<file path="src/rtl/pwc_pkg.sv">
// pwc_pkg: shared types and constants for the pulse-width capture block
// used by the lane, merge stage, interfaces and top level; no dependencies
`default_nettype none

package pwc_pkg;

  localparam int unsigned NUM_CH    = 6;
  localparam int unsigned TS_W      = 32;
  localparam logic [TS_W-1:0] TIMEOUT_RESET = 32'd200000;

  // event kind carried by each input word
  typedef enum logic {
    ACT_EDGE  = 1'b0,
    ACT_CHECK = 1'b1
  } action_t;

  typedef logic [TS_W-1:0]   tick_t;
  typedef logic [NUM_CH-1:0] chmask_t;

  // per-word control broadcast from the top level to every lane
  typedef struct packed {
    logic  load;        // word accepted this cycle
    logic  is_check;    // connection check rather than pin edges
    logic  check_clear; // armed check: clear all widths
    tick_t timestamp;
    tick_t timeout;
  } lane_ctrl_t;

endpackage

`default_nettype wire

</file>
<file path="src/rtl/pwc_in_if.sv">
// pwc_in_if: input channel carrying edge and check events
// depends on pwc_pkg for field types
`default_nettype none

interface pwc_in_if;
  import pwc_pkg::*;

  logic    valid;
  logic    ready;
  logic    action;
  chmask_t rise_mask;
  chmask_t fall_mask;
  tick_t   timestamp;

  modport source (output valid, action, rise_mask, fall_mask, timestamp, input ready);
  modport sink   (input valid, action, rise_mask, fall_mask, timestamp, output ready);
endinterface

`default_nettype wire

</file>
<file path="src/rtl/pwc_out_if.sv">
// pwc_out_if: result channel carrying the six channel widths
// depends on pwc_pkg for field types
`default_nettype none

interface pwc_out_if;
  import pwc_pkg::*;

  logic  valid;
  logic  ready;
  tick_t width_ch0;
  tick_t width_ch1;
  tick_t width_ch2;
  tick_t width_ch3;
  tick_t width_ch4;
  tick_t width_ch5;

  modport source (output valid, width_ch0, width_ch1, width_ch2, width_ch3, width_ch4,
                  width_ch5, input ready);
  modport sink   (input valid, width_ch0, width_ch1, width_ch2, width_ch3, width_ch4,
                  width_ch5, output ready);
endinterface

`default_nettype wire

</file>
<file path="src/rtl/pwc_lane.sv">
// pwc_lane: capture state and width update for one channel
// depends on pwc_pkg; one instance per channel in the top level
`default_nettype none

module pwc_lane (
  input  wire logic               clk,
  input  wire logic               rst_n,
  input  wire pwc_pkg::lane_ctrl_t ctrl,
  input  wire logic               rise,
  input  wire logic               fall,
  output pwc_pkg::tick_t          width_nxt
);
  import pwc_pkg::*;

  tick_t rise_r, rise_nxt;
  tick_t fall_r, fall_nxt;
  tick_t width_r;
  tick_t since_fall;

  assign since_fall = ctrl.timestamp - fall_r;

  // check words first; otherwise rising edge wins, then falling edge, then timeout
  always_comb begin
    rise_nxt  = rise_r;
    fall_nxt  = fall_r;
    width_nxt = width_r;
    if (ctrl.load) begin
      if (ctrl.is_check) begin
        if (ctrl.check_clear) begin
          width_nxt = '0;
        end
      end else if (rise) begin
        rise_nxt = ctrl.timestamp;
      end else if (fall) begin
        width_nxt = ctrl.timestamp - rise_r;
        fall_nxt  = ctrl.timestamp;
      end else if (since_fall > ctrl.timeout) begin
        width_nxt = '0;
      end
    end
  end

  // channel state
  always_ff @(posedge clk) begin
    if (!rst_n) begin
      rise_r  <= '0;
      fall_r  <= '0;
      width_r <= '0;
    end else begin
      rise_r  <= rise_nxt;
      fall_r  <= fall_nxt;
      width_r <= width_nxt;
    end
  end

endmodule

`default_nettype wire

</file>
<file path="src/rtl/pwc_merge.sv">
// pwc_merge: gathers the lane widths into the registered result word
// depends on pwc_pkg and pwc_out_if
`default_nettype none

module pwc_merge (
  input  wire logic          clk,
  input  wire logic          rst_n,
  input  wire logic          load,
  input  wire pwc_pkg::tick_t widths [pwc_pkg::NUM_CH],
  output logic               free,
  pwc_out_if.source          out_if
);
  import pwc_pkg::*;

  logic  valid_r;
  tick_t width_r [NUM_CH];

  // room for a new word when empty or the held word leaves now
  assign free = !valid_r || out_if.ready;

  // result valid flag
  always_ff @(posedge clk) begin
    if (!rst_n) begin
      valid_r <= 1'b0;
    end else if (load) begin
      valid_r <= 1'b1;
    end else if (out_if.ready) begin
      valid_r <= 1'b0;
    end
  end

  // result payload
  always_ff @(posedge clk) begin
    if (load) begin
      width_r <= widths;
    end
  end

  assign out_if.valid     = valid_r;
  assign out_if.width_ch0 = width_r[0];
  assign out_if.width_ch1 = width_r[1];
  assign out_if.width_ch2 = width_r[2];
  assign out_if.width_ch3 = width_r[3];
  assign out_if.width_ch4 = width_r[4];
  assign out_if.width_ch5 = width_r[5];

endmodule

`default_nettype wire

</file>
<file path="src/rtl/multi_channel_pulse_width_capture_top.sv">
// multi_channel_pulse_width_capture_top: six-channel pulse-width capture
// depends on pwc_pkg, pwc_in_if, pwc_out_if, pwc_lane and pwc_merge
//
// Usage: each input word is either a pin edge event (rise and fall masks
// plus a 32-bit timestamp) or a connection check. Every accepted word gives
// exactly one result word holding the six channel widths after the update.
// The six channels are handled by parallel lanes in the accept cycle and the
// merge stage registers their widths, so a result appears in the cycle after its
// input word is accepted. One word per cycle is taken as long as the result
// register is empty or its word is taken in the same cycle; the subtract and
// compare in each lane are combinational and allow that rate.
// When the receiver stalls, the result is held and in_if.ready falls until it
// is taken. cfg_we with cfg_wdata loads the timeout in ticks; write it only
// while no result is pending. Reset sets all rise times, fall times and
// widths to zero, disarms the check and loads a timeout of 200000 ticks.
`default_nettype none

module multi_channel_pulse_width_capture_top (
  input  wire logic           clk,
  input  wire logic           rst_n,
  input  wire logic           cfg_we,
  input  wire pwc_pkg::tick_t cfg_wdata,
  pwc_in_if.sink              in_if,
  pwc_out_if.source           out_if
);
  import pwc_pkg::*;

  tick_t      timeout_r;
  logic       armed_r, armed_nxt;
  logic       accept;
  logic       free;
  lane_ctrl_t ctrl;
  tick_t      widths [NUM_CH];

  assign in_if.ready = free;
  assign accept      = in_if.valid && free;

  // timeout register
  always_ff @(posedge clk) begin
    if (!rst_n) begin
      timeout_r <= TIMEOUT_RESET;
    end else if (cfg_we) begin
      timeout_r <= cfg_wdata;
    end
  end

  // connection check: arm on first check, any edge word disarms
  always_comb begin
    armed_nxt = armed_r;
    if (accept) begin
      armed_nxt = (action_t'(in_if.action) == ACT_CHECK);
    end
  end

  always_ff @(posedge clk) begin
    if (!rst_n) begin
      armed_r <= 1'b0;
    end else begin
      armed_r <= armed_nxt;
    end
  end

  // control broadcast to the lanes
  always_comb begin
    ctrl.load        = accept;
    ctrl.is_check    = (action_t'(in_if.action) == ACT_CHECK);
    ctrl.check_clear = armed_r;
    ctrl.timestamp   = in_if.timestamp;
    ctrl.timeout     = timeout_r;
  end

  // one lane per channel
  for (genvar c = 0; c < NUM_CH; c++) begin : g_lane
    pwc_lane u_lane (
      .clk       (clk),
      .rst_n     (rst_n),
      .ctrl      (ctrl),
      .rise      (in_if.rise_mask[c]),
      .fall      (in_if.fall_mask[c]),
      .width_nxt (widths[c])
    );
  end

  // result register
  pwc_merge u_merge (
    .clk    (clk),
    .rst_n  (rst_n),
    .load   (accept),
    .widths (widths),
    .free   (free),
    .out_if (out_if)
  );

endmodule

`default_nettype wire
</file>
<file path="src/flat_wrapper.sv">
// flat-port wrapper written by rule: the top's interface ports become plain ports
module multi_channel_pulse_width_capture_top_flat import pwc_pkg::*;
  (clk, rst_n, cfg_we, cfg_wdata, in_if_valid, in_if_action, in_if_rise_mask, in_if_fall_mask, in_if_timestamp, in_if_ready, out_if_valid, out_if_width_ch0, out_if_width_ch1, out_if_width_ch2, out_if_width_ch3, out_if_width_ch4, out_if_width_ch5, out_if_ready);
  pwc_in_if in_if_i ();
  pwc_out_if out_if_i ();
  input  wire logic clk;
  input  wire logic rst_n;
  input  wire logic cfg_we;
  input  wire pwc_pkg::tick_t cfg_wdata;
  input wire logic [$bits(in_if_i.valid)-1:0] in_if_valid;
  input wire logic [$bits(in_if_i.action)-1:0] in_if_action;
  input wire logic [$bits(in_if_i.rise_mask)-1:0] in_if_rise_mask;
  input wire logic [$bits(in_if_i.fall_mask)-1:0] in_if_fall_mask;
  input wire logic [$bits(in_if_i.timestamp)-1:0] in_if_timestamp;
  output wire logic [$bits(in_if_i.ready)-1:0] in_if_ready;
  output wire logic [$bits(out_if_i.valid)-1:0] out_if_valid;
  output wire logic [$bits(out_if_i.width_ch0)-1:0] out_if_width_ch0;
  output wire logic [$bits(out_if_i.width_ch1)-1:0] out_if_width_ch1;
  output wire logic [$bits(out_if_i.width_ch2)-1:0] out_if_width_ch2;
  output wire logic [$bits(out_if_i.width_ch3)-1:0] out_if_width_ch3;
  output wire logic [$bits(out_if_i.width_ch4)-1:0] out_if_width_ch4;
  output wire logic [$bits(out_if_i.width_ch5)-1:0] out_if_width_ch5;
  input wire logic [$bits(out_if_i.ready)-1:0] out_if_ready;
  assign in_if_i.valid = in_if_valid;
  assign in_if_i.action = in_if_action;
  assign in_if_i.rise_mask = in_if_rise_mask;
  assign in_if_i.fall_mask = in_if_fall_mask;
  assign in_if_i.timestamp = in_if_timestamp;
  assign in_if_ready = in_if_i.ready;
  assign out_if_valid = out_if_i.valid;
  assign out_if_width_ch0 = out_if_i.width_ch0;
  assign out_if_width_ch1 = out_if_i.width_ch1;
  assign out_if_width_ch2 = out_if_i.width_ch2;
  assign out_if_width_ch3 = out_if_i.width_ch3;
  assign out_if_width_ch4 = out_if_i.width_ch4;
  assign out_if_width_ch5 = out_if_i.width_ch5;
  assign out_if_i.ready = out_if_ready;
  multi_channel_pulse_width_capture_top u_core (.clk(clk), .rst_n(rst_n), .cfg_we(cfg_we), .cfg_wdata(cfg_wdata), .in_if(in_if_i), .out_if(out_if_i));
endmodule
</file>
<file path="config.mk">
export PLATFORM = sky130hd
export DESIGN_NAME = multi_channel_pulse_width_capture_top_flat
export DESIGN_NICKNAME = d
export VERILOG_FILES = /design/src/rtl/pwc_pkg.sv /design/src/rtl/pwc_in_if.sv /design/src/rtl/pwc_out_if.sv /design/src/rtl/pwc_lane.sv /design/src/rtl/pwc_merge.sv /design/src/rtl/multi_channel_pulse_width_capture_top.sv /design/src/flat_wrapper.sv
export SDC_FILE = /design/constraint.sdc
export NUM_CORES = 2
export LEC_CHECK = 0
export ABC_AREA = 1
export ABC_CLOCK_PERIOD_IN_PS = 17150
export BUFFER_PORTS_ARGS = -buffer_cell sky130_fd_sc_hd__buf_4
export CAP_MARGIN = 20
export CORE_MARGIN = 4
export CORE_UTILIZATION = 65
export DETAILED_ROUTE_END_ITERATION = 8
export GPL_ROUTABILITY_DRIVEN = 0
export GPL_TIMING_DRIVEN = 0
export PLACE_DENSITY = 0.83
export SETUP_SLACK_MARGIN = 0.1
export SLEW_MARGIN = 20
export SYNTH_ARGS = -nofsm -noshare
export SYNTH_HDL_FRONTEND = slang
export SYNTH_HIERARCHICAL = 1
export SYNTH_SLANG_ARGS = --single-unit
</file>
<file path="constraint.sdc">
create_clock -name clk -period 17.15 [get_ports clk]
set_clock_uncertainty 0.2 [all_clocks]
set_input_delay 0.8575 -clock clk [delete_from_list [all_inputs] [get_ports clk]]
set_output_delay 0.8575 -clock clk [all_outputs]
set_load 0.01 [all_outputs]
</file>
==> flow_metrics.tcl <==
set metrics [dict create \
    crit_path_max_fanout 12 \
    status "complete, no violations" \
    vias 66316 \
    ys.flop_type "dfxtp_1" \
    r2r_slack_ns 12.89 \
    fin_crit_ns 4.64 \
    hold_viol_final 0 \
    clkLatencyLatePin_ns 0.69 \
    wl_per_cell_um 16.9 \
    placed_cell_area_um2 67900 \
    cts_made_buffers 89 \
    post_cts_buffers 0 \
    p_leak_nw 35.5 \
    drive_above_1_share 0.0794 \
    ys_warn_count 6 \
    clockBufferDepth 3 \
    cts_max_level 3 \
    cp.arrival_ns 4.86 \
    yosysSeqAreaShare 0.280 \
    crit_path_start "in_if_timestamp[0]" \
    grt_pass1_wl_um 312000 \
    powerDensity_nw_per_um2 82.9 \
    start_kind "input port" \
    die_h_um 322 \
    root_buffer "clkbuf_16" \
    finalSetupViolations 0 \
    final.fill_count 8286 \
    reg2reg_to "u_core/u_merge/out_if.width_ch1[18]" \
    synth_area_leader_cell "dfxtp_1" \
    syn-instance-count 10054 \
    antenna_found_initial 5 \
    syn_nets 10712 \
    finalCritPeriodShare 0.270 \
    area_growth_pct 10.4 \
    synthTopCellsByCount "nand2_1, inv_1, a21oi_1, nor2_1, dfxtp_1" \
    initial_core_util 0.654 \
    tightest_slew_ns 1.27 \
    cts_tree "yes" \
    grt_use_total 0.371 \
    crit_required_ns 17.37 \
    ant_nets 0 \
    synthMostInstantiatedCell "nand2_1" \
    syn_area_um2 64200 \
    hold_buffers 0 \
    netlist.area_leader.share 0.190 \
    fmax_mhz 216 \
    fp-row-count 115 \
    floorplan.die.width_um 322 \
    r2r-start "u_core/g_lane[1].u_lane/fall_r[0]" \
    routed_wl_um 199000 \
    synth_edf_count 192 \
    end_kind "flop" \
    first_pass_iters 9 \
    core_um2 98100 \
    pin_count 276 \
    relSlewSlack 0.152 \
    drtIter0Drc 7136 \
    portBuffers 268 \
    hpwl_um 144000 \
    finalMaxSlewViolations 0 \
    die-area_um2 104000 \
    layout.nets 11073 \
    avgSynthCellArea_um2 6.39 \
    rsz0062_at_grt "no" \
    drc_errors 0 \
    setup-tns-final_ns 0 \
    maxCapViolCount 0 \
    clk_pin_slew_ns 0.06 \
    timing.setup.critical_path_class "in -> reg" \
    overflow 0 \
    hp-class "in -> reg" \
    clock_sinks 802 \
    viasPerCell 5.63 \
    yosys.cell_types.count 56 \
    grt_max_degree 100 \
    grt_pass1_vias 61790 \
    ys_ff_latch 802 \
    peakVddDrop_uv 80.3 \
    top_regs "u_core/g_lane.u_lane/fall_r x192, u_core/g_lane.u_lane/rise_r x192, u_core/g_lane.u_lane/width_r x192" \
    r2r_cells 25 \
    cts.repair.resized 0 \
    synth_area_leaders "dfxtp_1, nand2_1, ha_1, inv_1, edfxtp_1" \
    final_area_um2 70900 \
    synthArstFlopShare 0 \
    power_mw 5.87 \
    setup.worst_path.end "u_core/u_merge/out_if.width_ch1[18]" \
]
cell type report:
class                      count  area, µm²  area share
tap                         1287       1610      0.0227
inverter                    1864       7000      0.0988
sequential                   802      18000       0.254
buffer                       278       1410      0.0199
clock buffer                 113       2450      0.0346
timing repair buffer         270       2070      0.0292
antenna                        4       10.0    0.000141
multi-input combinational   7110      37800       0.534
clock inverter                50        509     0.00719
worst max-delay path: stages:
cell	delay [ns]
buf_4	0.26
inv_1	0.22
ha_1	0.17
inv_1	0.08
fa_1	0.41
nand3_1	0.11
nand2_1	0.11
a21oi_1	0.35
nor3_2	0.11
nor2_2	0.15
o21ai_2	0.08
nand2_1	0.07
nand2_1	0.05
xor2_1	0.16
ha_1	0.28
nand2_1	0.06
nor2_1	0.19
nand3_1	0.09
nor2_1	0.16
nand2_1	0.07
nand2_1	0.07
nand2_2	0.17
buf_6	0.21
nand2_1	0.05
nand3_1	0.06
nand2_1	0.11
nand2_1	0.09
cells in the final DEF (no fill, tap or decap), drive strengths merged, types with 37 or more instances in the layout:
cell,Yosys,final
edfxtp,192,192
nand3,557,557
a21o,84,84
nand2,2937,2937
a21oi,1069,1069
clkbuf,183,296
clkinv,11,37
xnor2,48,48
nor2,834,834
dfxtp,610,610
inv,1853,1864
o21ai,577,577
nor3,66,66
xor2,163,163
buf,83,353
nand4,51,51
ha,564,564
cells by family after synthesis:
kind of cell	after synthesis	share of synthesized area
AND/OR/NAND/NOR	4495	0.291
flip-flops	802	0.280
buffers and inverters	2142	0.131
adder cells (fa/ha/maj)	576	0.114
AO/OA/AOI/OAI	1828	0.156
XOR/XNOR	211	0.0288
worst min path at each step:
stage,from,to,slack (ns),cells past startpoint
6_report,cfg_wdata[22],u_core/timeout_r[22],0.21,3
5_1_grt,cfg_wdata[19],u_core/timeout_r[19],0.21,3
4_1_cts,cfg_wdata[23],u_core/timeout_r[23],0.18,3
3_5_place_dp,u_core/g_lane[4].u_lane/rise_r[24],u_core/g_lane[4].u_lane/rise_r[24],0.25,2
3_3_place_gp,u_core/g_lane[3].u_lane/rise_r[19],u_core/g_lane[3].u_lane/rise_r[19],0.24,2
2_1_floorplan,u_core/g_lane[0].u_lane/fall_r[10],u_core/g_lane[0].u_lane/fall_r[10],0.23,2
stage by stage:
stage / setup slack (ns) / utilization / hold WS (ns) / instances
2_1_floorplan: 10.25 / - / 0.233 / 10054
3_3_place_gp: 7.52 / 0.691 / 0.242 / 11609
3_5_place_dp: 11.96 / 0.692 / 0.250 / 11611
4_1_cts: 12.65 / 0.722 / 0.176 / 11774
5_1_grt: 12.28 / 0.722 / 0.213 / 11774
6_report: 12.51 / 0.722 / 0.207 / 11778
routing by layer:
metal / vias up / wire, µm / GRT usage
met2: 3239 / 88200 / 0.606
met4: 0 / 13000 / 0.224
met5: - / 0 / 0
met3: 731 / 19100 / 0.0614
met1: 29838 / 78500 / 0.463
li1: 32508 / - / -
power by group:
part | internal [mW] | switching, mW | total (mW)
combinational | 0.626 | 1.18 | 1.81
clock | 1.13 | 0.837 | 1.96
sequential | 2.04 | 0.0611 | 2.10
total | 3.79 | 2.08 | 5.87
Power figures use the tool's default switching activity.
